## config.mk

```make
export PLATFORM = sky130hd
export DESIGN_NAME = utf8_stream_decoder_unit
export DESIGN_NICKNAME = d
export VERILOG_FILES = /design/src/hdl/utf8d_pkg.sv /design/src/hdl/utf8d_front.sv /design/src/hdl/utf8d_queue.sv /design/src/hdl/utf8d_back.sv /design/src/hdl/utf8_stream_decoder_unit.sv
export SDC_FILE = /design/constraint.sdc
export NUM_CORES = 1
export LEC_CHECK = 0
export ABC_AREA = 1
export BUFFER_PORTS_ARGS = -buffer_cell sky130_fd_sc_hd__buf_4
export CORE_MARGIN = 2
export CORE_UTILIZATION = 40
export CTS_CLUSTER_SIZE = 16
export DETAILED_ROUTE_END_ITERATION = 7
export GPL_TIMING_DRIVEN = 0
export HOLD_SLACK_MARGIN = 0.03
export SYNTH_ARGS = -nofsm -noshare
export SYNTH_HDL_FRONTEND = slang
export SYNTH_SLANG_ARGS = --single-unit
```

## constraint.sdc

```tcl
create_clock -name i_clk -period 2.5 [get_ports i_clk]
set_input_delay 0.125 -clock i_clk [delete_from_list [all_inputs] [get_ports i_clk]]
set_output_delay 0.125 -clock i_clk [all_outputs]
set_load 0.005 [all_outputs]
```

## src/hdl/utf8d_pkg.sv

```systemverilog
// Shared types and constants for the UTF-8 stream decoder.
// No dependencies; imported by utf8d_front, utf8d_queue, utf8d_back and the top level.
package utf8d_pkg;

    // Queue between the classifier and the sequence engine
    localparam int QUEUE_DEPTH = 2;
    localparam int QUEUE_PTR_W = $clog2(QUEUE_DEPTH);
    localparam int QUEUE_CNT_W = $clog2(QUEUE_DEPTH + 1);

    localparam int CP_W    = 21;
    localparam int COUNT_W = 3;
    localparam int STAT_W  = 2;
    localparam int VAL_W   = 7;

    typedef enum logic [STAT_W-1:0] {
        ST_OK      = 2'd0,
        ST_INVALID = 2'd1,
        ST_TRUNC   = 2'd2
    } t_status;

    typedef enum logic [2:0] {
        CLS_ASCII,
        CLS_LEAD2,
        CLS_LEAD3,
        CLS_LEAD4,
        CLS_CONT,
        CLS_BAD
    } t_class;

    // Which lead bytes restrict the range of the second byte
    typedef enum logic [2:0] {
        CHK_NONE,
        CHK_E0,
        CHK_ED,
        CHK_F0,
        CHK_F4
    } t_lead_chk;

    // One classified byte as it travels through the queue
    typedef struct packed {
        t_class             cls;
        t_lead_chk          chk;
        logic               ge_a0;
        logic               ge_90;
        logic [VAL_W-1:0]   value;
        logic               eob;
    } t_beat;

endpackage

```

## src/hdl/utf8d_front.sv

```systemverilog
// Byte classifier: sorts each raw byte into lead/continuation/ASCII/invalid
// and precomputes the second-byte range flags. Depends on utf8d_pkg.
module utf8d_front (
    input  logic [7:0]     i_data_byte,
    input  logic           i_end_of_buffer,
    output utf8d_pkg::t_beat o_beat
);
    import utf8d_pkg::*;

    always_comb begin
        o_beat.cls   = CLS_BAD;
        o_beat.chk   = CHK_NONE;
        o_beat.value = '0;
        o_beat.eob   = i_end_of_buffer;
        o_beat.ge_a0 = (i_data_byte >= 8'hA0);
        o_beat.ge_90 = (i_data_byte >= 8'h90);
        case (i_data_byte) inside
            [8'h00:8'h7F]: begin
                o_beat.cls   = CLS_ASCII;
                o_beat.value = i_data_byte[6:0];
            end
            [8'h80:8'hBF]: begin
                o_beat.cls   = CLS_CONT;
                o_beat.value = {1'b0, i_data_byte[5:0]};
            end
            [8'hC2:8'hDF]: begin
                o_beat.cls   = CLS_LEAD2;
                o_beat.value = {2'b00, i_data_byte[4:0]};
            end
            [8'hE0:8'hEF]: begin
                o_beat.cls   = CLS_LEAD3;
                o_beat.value = {3'b000, i_data_byte[3:0]};
            end
            [8'hF0:8'hF4]: begin
                o_beat.cls   = CLS_LEAD4;
                o_beat.value = {4'b0000, i_data_byte[2:0]};
            end
            default: o_beat.cls = CLS_BAD;
        endcase
        case (i_data_byte)
            8'hE0:   o_beat.chk = CHK_E0;
            8'hED:   o_beat.chk = CHK_ED;
            8'hF0:   o_beat.chk = CHK_F0;
            8'hF4:   o_beat.chk = CHK_F4;
            default: o_beat.chk = CHK_NONE;
        endcase
    end

endmodule

```

## src/hdl/utf8d_queue.sv

```systemverilog
// Short FIFO of classified beats between classifier and sequence engine.
// Depends on utf8d_pkg.
module utf8d_queue (
    input  logic             i_clk,
    input  logic             i_rst_n,
    input  logic             i_push,
    input  utf8d_pkg::t_beat i_beat,
    output logic             o_full,
    input  logic             i_pop,
    output logic             o_empty,
    output utf8d_pkg::t_beat o_beat
);
    import utf8d_pkg::*;

    t_beat                  r_mem [QUEUE_DEPTH];
    logic [QUEUE_PTR_W-1:0] r_wr_ptr, n_wr_ptr;
    logic [QUEUE_PTR_W-1:0] r_rd_ptr, n_rd_ptr;
    logic [QUEUE_CNT_W-1:0] r_count, n_count;

    assign o_full  = (r_count == QUEUE_CNT_W'(QUEUE_DEPTH));
    assign o_empty = (r_count == '0);
    assign o_beat  = r_mem[r_rd_ptr];

    always_comb begin
        n_wr_ptr = i_push ? QUEUE_PTR_W'((r_wr_ptr + 1'b1) % QUEUE_DEPTH) : r_wr_ptr;
        n_rd_ptr = i_pop  ? QUEUE_PTR_W'((r_rd_ptr + 1'b1) % QUEUE_DEPTH) : r_rd_ptr;
        n_count  = r_count + QUEUE_CNT_W'(i_push) - QUEUE_CNT_W'(i_pop);
    end

    always_ff @(posedge i_clk) begin
        if (!i_rst_n) begin
            r_wr_ptr <= '0;
            r_rd_ptr <= '0;
            r_count  <= '0;
        end else begin
            r_wr_ptr <= n_wr_ptr;
            r_rd_ptr <= n_rd_ptr;
            r_count  <= n_count;
        end
    end

    always_ff @(posedge i_clk) begin
        if (i_push) begin
            r_mem[r_wr_ptr] <= i_beat;
        end
    end

endmodule

```

## src/hdl/utf8d_back.sv

```systemverilog
// Sequence engine: assembles code points from classified beats, checks
// strict forms, and holds the result in an output register. Depends on utf8d_pkg.
module utf8d_back (
    input  logic                        i_clk,
    input  logic                        i_rst_n,
    input  logic                        i_beat_valid,
    input  utf8d_pkg::t_beat            i_beat,
    output logic                        o_pop,
    output logic                        o_valid,
    input  logic                        i_ready,
    output logic [utf8d_pkg::CP_W-1:0]    o_code_point,
    output logic [utf8d_pkg::COUNT_W-1:0] o_byte_count,
    output logic [utf8d_pkg::STAT_W-1:0]  o_status,
    output logic                        o_last
);
    import utf8d_pkg::*;

    logic [1:0]         r_remaining, n_remaining;
    logic [CP_W-1:0]    r_value, n_value;
    t_lead_chk          r_chk, n_chk;
    logic [COUNT_W-1:0] r_len, n_len;
    logic               r_skip, n_skip;

    logic               r_out_valid, n_out_valid;
    logic [CP_W-1:0]    r_out_cp, n_out_cp;
    logic [COUNT_W-1:0] r_out_cnt, n_out_cnt;
    t_status            r_out_stat, n_out_stat;
    logic               r_out_last, n_out_last;

    logic               cont_ok;
    logic               second;
    logic [CP_W-1:0]    shifted;

    assign o_pop        = i_beat_valid && (!r_out_valid || i_ready);
    assign o_valid      = r_out_valid;
    assign o_code_point = r_out_cp;
    assign o_byte_count = r_out_cnt;
    assign o_status     = r_out_stat;
    assign o_last       = r_out_last;

    assign second  = ((r_len - COUNT_W'(r_remaining)) == COUNT_W'(1));
    assign shifted = {r_value[CP_W-7:0], i_beat.value[5:0]};

    always_comb begin
        cont_ok = (i_beat.cls == CLS_CONT);
        if (second) begin
            case (r_chk)
                CHK_E0:  if (!i_beat.ge_a0) cont_ok = 1'b0;
                CHK_ED:  if (i_beat.ge_a0)  cont_ok = 1'b0;
                CHK_F0:  if (!i_beat.ge_90) cont_ok = 1'b0;
                CHK_F4:  if (i_beat.ge_90)  cont_ok = 1'b0;
                default: ;
            endcase
        end
    end

    always_comb begin
        n_remaining = r_remaining;
        n_value     = r_value;
        n_chk       = r_chk;
        n_len       = r_len;
        n_skip      = r_skip;
        n_out_valid = r_out_valid && !i_ready;
        n_out_cp    = r_out_cp;
        n_out_cnt   = r_out_cnt;
        n_out_stat  = r_out_stat;
        n_out_last  = r_out_last;

        if (o_pop) begin
            if (r_skip) begin
                if (i_beat.eob) begin
                    n_skip = 1'b0;
                end
            end else begin
                // default result is an error; ok and truncation paths overwrite it
                n_out_cp   = '0;
                n_out_cnt  = '0;
                n_out_last = i_beat.eob;
                n_out_stat = ST_INVALID;
                if (r_remaining == 2'd0) begin
                    case (i_beat.cls)
                        CLS_ASCII: begin
                            n_out_valid = 1'b1;
                            n_out_cp    = CP_W'(i_beat.value);
                            n_out_cnt   = COUNT_W'(1);
                            n_out_stat  = ST_OK;
                        end
                        CLS_LEAD2, CLS_LEAD3, CLS_LEAD4: begin
                            if (i_beat.eob) begin
                                n_out_valid = 1'b1;
                                n_out_stat  = ST_TRUNC;
                            end else begin
                                n_value = CP_W'(i_beat.value);
                                n_chk   = i_beat.chk;
                                case (i_beat.cls)
                                    CLS_LEAD2: begin
                                        n_len = COUNT_W'(2);
                                        n_remaining = 2'd1;
                                    end
                                    CLS_LEAD3: begin
                                        n_len = COUNT_W'(3);
                                        n_remaining = 2'd2;
                                    end
                                    default: begin
                                        n_len = COUNT_W'(4);
                                        n_remaining = 2'd3;
                                    end
                                endcase
                            end
                        end
                        default: begin
                            n_out_valid = 1'b1;
                            n_skip      = !i_beat.eob;
                        end
                    endcase
                end else if (!cont_ok) begin
                    n_out_valid = 1'b1;
                    n_skip      = !i_beat.eob;
                    n_remaining = 2'd0;
                    n_value     = '0;
                    n_chk       = CHK_NONE;
                    n_len       = '0;
                end else if (r_remaining == 2'd1) begin
                    n_out_valid = 1'b1;
                    n_out_cp    = shifted;
                    n_out_cnt   = r_len;
                    n_out_stat  = ST_OK;
                    n_remaining = 2'd0;
                    n_value     = '0;
                    n_chk       = CHK_NONE;
                    n_len       = '0;
                end else if (i_beat.eob) begin
                    n_out_valid = 1'b1;
                    n_out_stat  = ST_TRUNC;
                    n_remaining = 2'd0;
                    n_value     = '0;
                    n_chk       = CHK_NONE;
                    n_len       = '0;
                end else begin
                    n_value     = shifted;
                    n_remaining = r_remaining - 2'd1;
                end
            end
        end
    end

    always_ff @(posedge i_clk) begin
        if (!i_rst_n) begin
            r_remaining <= '0;
            r_value     <= '0;
            r_chk       <= CHK_NONE;
            r_len       <= '0;
            r_skip      <= 1'b0;
            r_out_valid <= 1'b0;
        end else begin
            r_remaining <= n_remaining;
            r_value     <= n_value;
            r_chk       <= n_chk;
            r_len       <= n_len;
            r_skip      <= n_skip;
            r_out_valid <= n_out_valid;
        end
    end

    always_ff @(posedge i_clk) begin
        r_out_cp   <= n_out_cp;
        r_out_cnt  <= n_out_cnt;
        r_out_stat <= n_out_stat;
        r_out_last <= n_out_last;
    end

endmodule

```

## src/hdl/utf8_stream_decoder_unit.sv

```systemverilog
// Strict UTF-8 stream decoder, one byte per beat. Each byte is classified on
// entry and written into a two-entry queue; the sequence engine drains the
// queue at one byte per clock while its output register is free or being read,
// and emits one result per completed code point (or one error per fault /
// truncated sequence, after which the rest of the buffer is dropped).
// Sustained rate is one byte per cycle whenever the result side keeps up. On
// the way from byte acceptance to result valid, the queue is written at the
// accepting edge and the engine output register is loaded after it.
// Depends on utf8d_pkg, utf8d_front, utf8d_queue, utf8d_back.
module utf8_stream_decoder_unit (
    input  logic                        i_clk,
    input  logic                        i_rst_n,
    input  logic                        i_valid,
    output logic                        o_ready,
    input  logic [7:0]                  i_data_byte,
    input  logic                        i_end_of_buffer,
    output logic                        o_valid,
    input  logic                        i_ready,
    output logic [utf8d_pkg::CP_W-1:0]    o_code_point,
    output logic [utf8d_pkg::COUNT_W-1:0] o_byte_count,
    output logic [utf8d_pkg::STAT_W-1:0]  o_status,
    output logic                        o_last
);
    import utf8d_pkg::*;

    t_beat front_beat;
    t_beat queue_beat;
    logic  queue_full;
    logic  queue_empty;
    logic  pop;

    assign o_ready = !queue_full;

    utf8d_front u_front (
        .i_data_byte     (i_data_byte),
        .i_end_of_buffer (i_end_of_buffer),
        .o_beat          (front_beat)
    );

    utf8d_queue u_queue (
        .i_clk   (i_clk),
        .i_rst_n (i_rst_n),
        .i_push  (i_valid && !queue_full),
        .i_beat  (front_beat),
        .o_full  (queue_full),
        .i_pop   (pop),
        .o_empty (queue_empty),
        .o_beat  (queue_beat)
    );

    utf8d_back u_back (
        .i_clk        (i_clk),
        .i_rst_n      (i_rst_n),
        .i_beat_valid (!queue_empty),
        .i_beat       (queue_beat),
        .o_pop        (pop),
        .o_valid      (o_valid),
        .i_ready      (i_ready),
        .o_code_point (o_code_point),
        .o_byte_count (o_byte_count),
        .o_status     (o_status),
        .o_last       (o_last)
    );

endmodule
```

* Word-level counts from Yosys, hierarchy flattened
Memory sizes are Yosys's and may differ from the RTL's. A register that Yosys moved wholly into a read port is not among the register bits. Index checks and enable logic that the tools add are counted.
Storage, ports and cells: register bits 56, memory bits (writable) 32, output and inout bits 29, memories 1
Memories:
- u_queue.r_mem | depth 2, width 16, rd ports 1, clocked after Yosys merged registers in 1, wr ports 1, RTL line utf8d_queue.sv:15 | t_beat r_mem [QUEUE_DEPTH];
Cells by class: add/sub/neg operators 6, magnitude comparators 12, eq/ne operators 18, mux-type cells 69, bitwise logic cells 1, reductions and logical operators 22
Operators with widths (number):
- $mux 15 | 6
- $mux 21 | 3
- $mux 3 | 18
- $ge 8x8->1 const B | 6
- $eq 8x8->1 const B | 4
- $le 8x8->1 const B | 4
- $mux 7 | 4
- $mux 1 | 22
- $mux 2 | 10
- $eq 3x2->1 const B | 4
- $pmux 3 s4 | 1
- $eq 3x1->1 const B | 3
- $ge 8x1->1 const B | 1
- $le 8x7->1 const B | 1
- $logic_and 1x1->1 | 8
- $pmux 2 s2 | 2
- $eq 3x3->1 const B | 2
- $pmux 3 s2 | 1
- $logic_not 1->1 | 5
- $reduce_and 5->1 | 1
- $logic_not 2->1 | 2
- $mux 4 | 1
- $ne 2x2->1 const B | 2
- $ne 4x3->1 const B | 1
- other kinds (15) | 16

* Depth between registers and ports, before layout
Gate-level depths: netlist of the first run.
depth after elaboration 8, gate-level depth with buffers 16, depth with buffers taken out 16

* Hierarchy
From an unflattened synthesis of the first run, not the netlist that was laid out.
Second synthesis, totals: cell total of the unflattened synthesis 397, area total of the unflattened synthesis 4122.7 um2
Modules (own cells, without submodules):
- utf8d_back | instances 1, cells an instance 260, area an instance 2416.1 um2, seq. area each 1311.3 um2
- utf8d_queue | instances 1, cells an instance 83, area an instance 1435.1 um2, seq. area each 1061.0 um2
- utf8d_front | instances 1, cells an instance 50, area an instance 254.0 um2, seq. area each 0.0 um2
- utf8_stream_decoder_unit | instances 1, cells an instance 4, area an instance 17.5 um2, seq. area each 0.0 um2

* Worst setup path after synthesis of the first run
No wires, ideal clock.
path type reg2reg, start reg u_queue.r_count[0], end reg u_back.r_len[1], library setup time 0.065 ns, arrival time 2.647 ns, setup slack -0.211 ns, cell stages (with the launch flop) 12, buffers on the path 1, period minus slack after synthesis 2.711 ns, cell sequence dfxtp_1 -> inv_1 -> a21oi_4 -> inv_1 -> nor2_1 -> nand2_4 -> clkinv_4 -> nand2_4 -> inv_6 -> buf_8 -> nor2_1 -> nor2_1
Between the ends: cells in the longest elaborated chain, start to end 4
Ends and longest elaborated chain:
- from (decl) | RTL line utf8d_queue.sv:18 | logic [QUEUE_CNT_W-1:0] r_count, n_count;
- from (signal assigned) | RTL line utf8d_queue.sv:38 | r_count <= n_count;
- $logic_not 2->1 | RTL line utf8d_queue.sv:21 | assign o_empty = (r_count == '0);
- $logic_not 1->1 | RTL line utf8_stream_decoder_unit.sv:54 | .i_beat_valid (!queue_empty),
- $logic_and 1x1->1 | RTL line utf8d_back.sv:34 | assign o_pop = i_beat_valid && (!r_out_valid || i_ready);
- net pop | RTL line utf8_stream_decoder_unit.sv:30 | logic pop;
- $reduce_and 5->1 (no line)
- to (signal assigned) | RTL line utf8d_back.sv:159 | r_len <= n_len;
- to (decl) | RTL line utf8d_back.sv:21 | logic [COUNT_W-1:0] r_len, n_len;
The timed path passes the listed nets, and every way through them passes these cells. A chain may end at the register's enable or synchronous reset.

* Worst setup path in the final report of the first run
start reg u_back.r_len[0], end reg u_back.r_out_cp[12] (netlist: u_back.o_code_point[12]), data pin
Between the ends: cells in the longest elaborated chain, start to end 5
Ends and longest elaborated chain:
- $sub 3x2->3 | RTL line utf8d_back.sv:41 | assign second = ((r_len - COUNT_W'(r_remaining)) == COUNT_W'(1));
- $eq 3x1->1 | RTL line utf8d_back.sv:41
- $mux 1 | RTL line utf8d_back.sv:46 | if (second) begin
- $mux 21 | RTL line utf8d_back.sv:116 | end else if (!cont_ok) begin
- $mux 21 | RTL line utf8d_back.sv:80 | if (r_remaining == 2'd0) begin
- to (signal assigned) | RTL line utf8d_back.sv:166 | r_out_cp <= n_out_cp;
- to (decl) | RTL line utf8d_back.sv:25 | logic [CP_W-1:0] r_out_cp, n_out_cp;
Every way passes these cells.

==> results of run 1 <==
-- stage by stage --
stage	setup WS, ns	instances	cell area, um2
after floorplan	0.313	408	3930
final	0.205	603	4660
after CTS	0.0318	598	4610
after global placement	-0.218	581	4390
after detailed placement	-0.339	581	4390
after global routing	0.0271	603	4660
-- logic make-up after synthesis --
group,Yosys count,share of synthesized area
flops,89,0.604
compound gates,75,0.107
xor+xnor,1,0.00223
fa+ha+maj,6,0.0210
simple gates,158,0.180
buf+inv,79,0.0851
-- synth_stat cells (2+ instances only) --
library cell / n / area share
a21oi_1: 29 / 0.037
a31oi_1: 3 / 0.0048
buf_2: 2 / 0.0026
clkbuf_1: 6 / 0.0057
dfxtp_1: 30 / 0.15
edfxtp_1: 59 / 0.45
ha_1: 5 / 0.016
inv_1: 65 / 0.062
nand2_1: 53 / 0.051
nand2_2: 2 / 0.0032
nand2_4: 2 / 0.0057
nand3_1: 8 / 0.010
nand3_2: 2 / 0.0051
nand4_1: 4 / 0.0064
nor2_1: 70 / 0.067
nor3_1: 4 / 0.0051
o21ai_0: 34 / 0.043
or2_2: 6 / 0.0096
-- what timing repair did --
action                                  CTS  global route
gates resized for setup                   2             3
buffers inserted                          0             4
endpoints found under the hold margin     2             0
pin swaps                                 0             3
gates cloned                              0             1
endpoints found under the setup margin   30            33
hold buffers                              1             0
-- registers in the layout, summed over array words and instances (netlist names), 2 cells and up, named ones only --
name	flops
u_back.r_value	15
u_back.r_chk	3
u_back.o_status	2
u_back.o_byte_count	3
u_queue.r_count	2
u_back.o_code_point	21
u_queue.r_mem	32
u_back.r_len	3
u_back.r_remaining	2
-- where the power goes --
part / switching [mW] / total, mW / internal (mW)
combinational: 1.38 / 2.23 / 0.853
clock: 0.472 / 0.950 / 0.478
sequential: 0.209 / 2.37 / 2.16
total: 2.06 / 5.55 / 3.49
-- cell type report --
cell class                 instances  area share
clock buffer                      15      0.0403
sequential                        89       0.509
multi-input combinational        241       0.268
timing repair buffer              45      0.0731
clock inverter                     1     0.00161
tap                              133      0.0357
buffer                            11      0.0142
inverter                          68      0.0575
-- final timing paths --
check / startpoint / slack, ns / cells after the start / to
setup / recovery: u_back.r_len[0] / 0.21 / 11 / u_back.o_code_point[12]
hold / removal: i_ready / 0.07 / 4 / u_back.o_valid
setup reg to reg: u_back.r_len[0] / 0.21 / 11 / u_back.o_code_point[12]
hold reg to reg: u_queue.r_rd_ptr / 0.45 / 1 / u_queue.r_rd_ptr
-- per-layer routing --
metal / share of wire / vias to the layer above
met5: 0 / -
met4: 0.024 / 0
met3: 0.032 / 12
met2: 0.49 / 52
met1: 0.46 / 1263
li1: - / 1447
-- worst max-delay path: cells and delay by family (launching register included) --
kind | cells | cell delay (ns)
fa+ha+maj | 2 | 0.75
simple gates | 7 | 0.71
flops | 1 | 0.32
buf+inv | 2 | 0.28
==> flow_metrics.tcl, run 1 <==
set metrics [dict create \
    status "completed" \
    area_growth_pct 18.7 \
    yosysUniqueCellTypes 42 \
    num-nets-final 484 \
    slowest_delay_ns 0.53 \
    grt-ovfl-total 0 \
    routedWlPerCell_um 12.5 \
    p_leak_nw 1.90 \
    synth_area_um2 3930 \
    vias 2774 \
    finalPower_mw 5.55 \
    cts-root-buf "clkbuf_8" \
    antenna_found_initial 0 \
    cts_buffers 9 \
    busiest_layer "met2" \
    ir_drop_v 0.000308 \
    io_pins 42 \
    final_cell_mix "66 x nor2_1, 64 x inv_1, 59 x edfxtp_1" \
    yosysWarnings 0 \
    finalHoldViolations 0 \
    fin_crit_sh 0.918 \
    setup_viol 0 \
    hold_class "in -> reg" \
    syn_inst 408 \
    setup-tns-final_ns 0 \
    fill_cells 920 \
    die_x_um 103 \
    grt_max_degree 30 \
    synth_area_per_cell_um2 9.62 \
    final_layout_size_suffix_gt1_frac 0.194 \
    clock_latency_ns 0.35 \
    cts_buffer_depth 2 \
    antenna_cells 0 \
    max_cap_viol_count 0 \
    worstPathArrival_ns 2.40 \
    synth_ff_type "edfxtp_1" \
    yosysSeqAreaShare 0.604 \
    port_buffers 40 \
    drtPass1Iterations 4 \
    grtUsageMet2 0.249 \
    cts_tree "built" \
    skew_ns 0.0110 \
    grt_usage 0.146 \
    utilization 0.483 \
    min_period_ns 2.29 \
    design.core.area_um2 9640 \
    startpoint_type "register" \
    multiInputGateArea_um2 1250 \
    rsz0062_at_grt "no" \
    max_freq_mhz 436 \
    regArea_um2 2370 \
    crit_chain "inv_1 -> ha_1 -> fa_1 -> nand2_1 -> nor2_2 -> nand2_1 -> nor2_1 -> nand2_2 -> nand3_4 -> buf_2 -> nor2_1" \
    gr-usage-met1 0.180 \
    cp-end-kind "register" \
    hpwlAfterDp_mm 5.26 \
    drtAntennaViolNets 0 \
    drc 0 \
    clock_sinks 89 \
    grt_pass1_wl_mm 11.8 \
    routed_wl_mm 7.51 \
    drt-initial-drc-count 125 \
    synth-async-reset-ratio 0 \
    htree_levels 3 \
    required_ns 2.61 \
    dieHeight_um 103 \
    syn_nets 427 \
    clk_pin_slew_ns 0.08 \
    ys_ff_latch 89 \
    placementRows 36 \
    grt_pass1_vias 2561 \
    worst_pin_slew_ns 0.842 \
    path_max_fanout 10 \
    slew_viol_final 0 \
    power_density_nw_per_um2 1190 \
    vias_per_cell 4.60 \
    cp_slowest_cell "fa_1" \
    gp_congestion 0.842 \
    crit_type "reg -> reg" \
    synth_edf_count 59 \
    met3_usage 0.0298 \
    start_util 0.407 \
    whs_ns 0.0695 \
    slew_headroom 0.438 \
    layout_commonest_cell "nor2_1" \
    dieArea_um2 10600 \
]
Power figures use the tool's default switching activity.
==> run 2, diff against run 1 <==
--- a/config.mk
+++ b/config.mk
@@ -5,7 +5,6 @@
 export SDC_FILE = /design/constraint.sdc
 export NUM_CORES = 1
 export LEC_CHECK = 0
-export ABC_AREA = 1
 export BUFFER_PORTS_ARGS = -buffer_cell sky130_fd_sc_hd__buf_4
 export CORE_MARGIN = 2
 export CORE_UTILIZATION = 40
==> run 2 against run 1 <==
  * Cell count decreased by 17%
  * Utilization decreased by 0.53 points
  * Sequential share of layout area increased by 0.62 points
  * Critical path depth decreased by 2
  * Maximum frequency decreased by 2.0%
  * Flip-flop and latch count unchanged
  * Synthesized cell count decreased by 24%
  * Count of clock-buffer cells in the layout decreased by 5
==> flow_metrics.tcl, run 2 <==
set metrics [dict create \
    synth_area_um2 3930 \
    routedWlPerCell_um 14.6 \
    layout_commonest_cell "edfxtp_1" \
    synthTopCellsByArea "edfxtp_1 45%, dfxtp_1 15%, mux2i_1 4.3%" \
    required_ns 2.61 \
    yosysTopAreaCell "edfxtp_1" \
    regMostFlops "u_queue.r_mem" \
    setup_ws_ns 0.158 \
    die_x_um 103 \
    yosysMostFrequentCell "edfxtp_1" \
    yosysWarnings 0 \
    slew_viol_final 0 \
    cts_buffers 9 \
    clock_sinks 89 \
    largest_reg_flops 32 \
    r2r_start "u_back.r_len[0]" \
    antenna_found_initial 0 \
    post-place-ws_ns -0.293 \
    grt-ovfl-total 0 \
    clk_pin_slew_ns 0.08 \
    clock_latency_ns 0.35 \
    power_density_nw_per_um2 993 \
    holdPathEnd "u_queue.r_mem[1][7]" \
    htree_levels 3 \
    vias 2489 \
    synth_ff_type "edfxtp_1" \
    cts-root-buf "clkbuf_8" \
    yosysUniqueCellTypes 52 \
    path_max_fanout 10 \
    synthTopCellsByCount "59 x edfxtp_1, 30 x dfxtp_1, 26 x nand2_1, 19 x and2_1, 17 x mux2i_1" \
    reg2reg_to "u_back.o_code_point[2]" \
    setup_viol 0 \
    syn_nets 330 \
    ir_drop_v 0.000392 \
    cts_buffer_depth 2 \
    ys_ff_latch 89 \
    drtPass1Iterations 4 \
    slew_headroom 0.159 \
    io_pins 42 \
    placementRows 36 \
    skew_ns 0.0115 \
    grt_max_degree 17 \
    hold_depth 2 \
    final_layout_size_suffix_gt1_frac 0.233 \
    synth_area_per_cell_um2 12.6 \
    finalHoldViolations 0 \
    synth-async-reset-ratio 0 \
    reg2reg_depth 9 \
    fill_cells 930 \
    p_leak_nw 1.66 \
    worst_pin_slew_ns 1.26 \
    start_util 0.408 \
    min_period_ns 2.34 \
    status "completed" \
    placed_cell_area_um2 4390 \
    drc 0 \
    synth_edf_count 59 \
    vias_per_cell 4.96 \
    num-nets-final 383 \
    rsz0062_at_grt "no" \
    cp-end-kind "register" \
    grt_usage 0.151 \
    dieArea_um2 10600 \
    syn_inst 311 \
    max_freq_mhz 427 \
    fin_crit_sh 0.937 \
    max_cap_viol_count 0 \
    grt_pass1_vias 2393 \
    port_buffers 39 \
    area_growth_pct 17.2 \
    drtAntennaViolNets 0 \
    yosysSeqAreaShare 0.604 \
    dieHeight_um 103 \
    design.core.area_um2 9640 \
    crit_type "reg -> reg" \
    startpoint_type "register" \
    grt_pass1_wl_mm 12.0 \
    antenna_cells 0 \
    r2r_slack_ns 0.16 \
    gp_congestion 0.792 \
    routed_wl_mm 7.35 \
    cts_tree "built" \
    synth_top_cell_area_share 0.451 \
    drt-initial-drc-count 100 \
    final_cell_mix "59 x edfxtp_1, 40 x buf_4, 28 x dfxtp_1" \
    hpwlAfterDp_mm 5.19 \
    final_area_um2 4610 \
    worstPathArrival_ns 2.45 \
    utilization 0.478 \
    worstHoldStart "i_data_byte[7]" \
    hold_class "in -> reg" \
]
## run 2: worst max-delay path, stage by stage (launching register included)
cell and delay (ns):
dfxtp_2 0.34, inv_1 0.04, ha_1 0.20, fa_1 0.46
xnor2_2 0.13, nand3b_1 0.14, a31oi_4 0.26, nor3b_4 0.10
clkbuf_4 0.20, o21ba_2 0.22
## run 2: area by class of cell
class                   count  area (um2)  area share
flip-flops and latches     89        2370       0.515
multi-input cells         199        1470       0.320
repair buffers             41         310      0.0674
well taps                 133         166      0.0361
clock buffers              10         128      0.0277
plain buffers              16        88.8      0.0193
clock inverters             6        35.0     0.00760
inverters                   8        30.0     0.00652
## run 2: logic make-up (layout without fill, tap and decap cells)
group                      Yosys count  after routing  synth area share
adders and majority gates            6              6            0.0210
and+or+nand+nor                    114            115             0.172
xor gates and xnor gates             7              7            0.0156
buffers and inverters               24             81            0.0290
AOI/OAI and AO/OA                   49             49             0.101
muxes                               22             22            0.0586
DFF                                 89             89             0.604
## run 2: report_power, final
part | switching (mW) | leakage [nW] | total, mW | internal (mW)
Sequential | 0.167 | 0.809 | 2.19 | 2.03
Combinational | 0.842 | 0.768 | 1.55 | 0.707
Clock | 0.479 | 0.0835 | 0.834 | 0.354
## run 2: worst max path at each step
stage	start	endpoint	slack (ns)	depth (start not counted)
4_1_cts	u_back.r_len[0]	u_back.o_code_point[2]	0.07	9
5_1_grt	u_back.r_len[0]	u_back.o_code_point[2]	0.03	9
3_3_place_gp	u_back.o_valid	u_back.r_remaining[1]	-0.18	6
6_report	u_back.r_len[0]	u_back.o_code_point[2]	0.16	9
3_5_place_dp	u_back.o_valid	u_back.r_remaining[1]	-0.29	6
2_1_floorplan	u_back.o_valid	u_back.r_value[13]	0.20	6
## run 2: routing by layer
| metal | vias to the layer above | global-route usage | share of wire |
|---|---|---|---|
| li1 | 1251 | - | - |
| met1 | 1177 | 0.196 | 0.46 |
| met2 | 54 | 0.248 | 0.48 |
| met3 | 7 | 0.0312 | 0.045 |
| met4 | 0 | 0.0617 | 0.013 |
| met5 | - | 0 | 0 |
## run 2: metrics by stage
| stage | TNS (ns) | hold WS, ns | cells | total power, mW |
|---|---|---|---|---|
| after floorplan | 0 | 0.224 | 311 | 3.15 |
| after global placement | -3.10 | 0.314 | 483 | 3.71 |
| after detailed placement | -6.43 | 0.316 | 483 | 3.75 |
| after CTS | 0 | 0.102 | 502 | 4.61 |
| after global routing | 0 | 0.113 | 502 | 4.90 |
| final | 0 | 0.113 | 502 | 4.58 |
## run 2: repair_timing
action / 4_1_cts / 5_1_grt
buffers inserted: 1 / 0
pin swaps: 1 / 1
gates cloned: 1 / 0
setup endpoints to repair: 43 / 31
hold endpoints to repair: 2 / 0
gates resized for setup: 2 / 8
hold buffers: 1 / 0
==> run 3, diff against run 2 <==
--- a/config.mk
+++ b/config.mk
@@ -12,6 +12,7 @@
 export DETAILED_ROUTE_END_ITERATION = 7
 export GPL_TIMING_DRIVEN = 0
 export HOLD_SLACK_MARGIN = 0.03
+export SETUP_SLACK_MARGIN = 0.5
 export SYNTH_ARGS = -nofsm -noshare
 export SYNTH_HDL_FRONTEND = slang
 export SYNTH_SLANG_ARGS = --single-unit
==> run 3 against run 2 <==
  * Sequential share of layout area down 3.5 points
  * Critical endpoint unchanged
  * Setup slack better by 0.15 ns
  * Clock power up 17%
  * Final area up 7.5%
  * Utilization up 3.6 points
  * Critical path depth down 1
  * Combinational power up 16%
  * Power up 8.9%
  * Largest power group unchanged
  * Cell count up 2.4%
  * Maximum frequency up 6.6%
  * Via count up 3.7%
  * Routed wire length up 5.5%
  * Largest cell class unchanged
==> flow_metrics.tcl, run 3 (synthesis gave the netlist of run 2 again) <==
set metrics [dict create \
    status "completed" \
    routed_wl_mm 7.76 \
    regMostFlops "u_queue.r_mem" \
    design.core.area_um2 9640 \
    reg2reg_depth 8 \
    slew_headroom 0.134 \
    clock_sinks 89 \
    drtPass1Iterations 4 \
    cts-root-buf "clkbuf_8" \
    setup_viol 0 \
    port_buffers 39 \
    slowest_delay_ns 0.53 \
    antenna_cells 0 \
    layout_commonest_cell "edfxtp_1" \
    rsz0062_at_grt "yes" \
    min_period_ns 2.20 \
    drt-initial-drc-count 89 \
    crit_chain "inv_2 -> ha_4 -> fa_2 -> nand3b_1 -> a31oi_4 -> nor3b_4 -> clkbuf_8 -> o21ba_4" \
    grt_pass1_vias 2423 \
    drtAntennaViolNets 0 \
    area_growth_pct 26.0 \
    max_freq_mhz 455 \
    cts_buffer_depth 2 \
    fin_crit_sh 0.879 \
    skew_ns 0.0114 \
    dieHeight_um 103 \
    dp_cells 483 \
    vias 2582 \
    cts_buffers 9 \
    die_x_um 103 \
    grt_pass1_wl_mm 12.1 \
    required_ns 2.61 \
    hold_depth 2 \
    fin_cells 514 \
    fill_cells 881 \
    cts_tree "built" \
    max_cap_viol_count 0 \
    grt_usage 0.152 \
    finalHoldViolations 0 \
    antenna_found_initial 0 \
    dieArea_um2 10600 \
    grt-ovfl-total 0 \
    placementRows 36 \
    cp-end-kind "register" \
    grt_max_degree 17 \
    routedWlPerCell_um 15.1 \
    worstPathArrival_ns 2.31 \
    htree_levels 3 \
    slew_viol_final 0 \
    num-nets-final 395 \
    io_pins 42 \
    clock_latency_ns 0.34 \
    worst_pin_slew_ns 1.29 \
    gp_congestion 0.815 \
    clk_pin_slew_ns 0.09 \
    hpwlAfterDp_mm 5.22 \
    largest_reg_flops 32 \
    start_util 0.408 \
    final_layout_size_suffix_gt1_frac 0.341 \
    vias_per_cell 5.02 \
    ir_drop_v 0.000366 \
    hold_class "in -> reg" \
    drc 0 \
    cp_slowest_cell "fa_2" \
    startpoint_type "register" \
    path_max_fanout 5 \
    crit_type "reg -> reg" \
    finalPower_mw 4.98 \
    p_leak_nw 1.80 \
    final_cell_mix "59 x edfxtp_1, 49 x buf_4, 26 x nand2_1, 26 x dfxtp_1, 14 x mux2i_1" \
    whs_ns 0.115 \
    power_density_nw_per_um2 1010 \
]
-- run 3: cell types whose count changed in the layout (fill, tap and decap cells not counted), sizes merged --
cell | before | now
bufinv | 0 | 1
clkinv | 5 | 3
buf | 45 | 58
-- run 3: final timing paths --
kind                startpoint                      to  slack [ns]
max            u_back.r_len[0]  u_back.o_code_point[2]        0.30
min             i_data_byte[0]    u_queue.r_mem[1][10]        0.12
max reg2reg    u_back.r_len[0]  u_back.o_code_point[2]        0.30
min reg2reg  u_back.r_value[9]       u_back.r_value[9]        0.46
-- run 3: worst max-delay path: cells and delay by family (launching register included) --
kind / cells / cell delay (ns)
flops: 1 / 0.34
fa+ha+maj: 2 / 0.68
compound gates: 2 / 0.47
buf+inv: 2 / 0.21
simple gates: 2 / 0.25
-- run 3: power by group --
part	internal [mW]	switching, mW
registers	2.03	0.175
logic	0.888	0.914
clock network	0.487	0.490
-- run 3: layer usage --
| layer | wire length [um] | track usage | up-vias | part of all wire |
|---|---|---|---|---|
| met5 | 0 | 0 | - | 0 |
| met4 | 104 | 0.0587 | 0 | 0.013 |
| met3 | 244 | 0.0251 | 7 | 0.031 |
| met2 | 3870 | 0.259 | 53 | 0.50 |
| met1 | 3540 | 0.195 | 1243 | 0.46 |
| li1 | - | - | 1279 | - |
-- run 3: stage by stage --
| step | cell area (um2) | TNS [ns] | utilization | setup WS [ns] |
|---|---|---|---|---|
| final | 4950 | 0 | 0.514 | 0.304 |
| after global routing | 4950 | 0 | 0.514 | 0.210 |
| after CTS | 4850 | 0 | 0.503 | 0.295 |
| after detailed placement | 4490 | -2.21 | 0.465 | -0.199 |
| after global placement | 4490 | -2.05 | 0.465 | -0.208 |
| after floorplan | 4030 | 0 | - | 0.250 |
-- run 3: area by class of cell --
type	count	area (um2)	share of cell area
timing repair buffer	53	412	0.0831
sequential	89	2380	0.481
clock buffer	11	141	0.0286
inverter	8	30.0	0.00607
clock inverter	5	55.1	0.0111
buffer	16	111	0.0225
tap	133	166	0.0336
multi-input combinational	199	1660	0.334
-- run 3: repair_timing --
action | 4_1_cts | 5_1_grt
setup endpoints to repair | 67 | 67
pin swaps | 15 | 16
setup buffers | 8 | 3
hold buffers | 1 | 0
cloned | 3 | 0
gates resized for setup | 20 | 19
endpoints found under the hold margin | 2 | 0
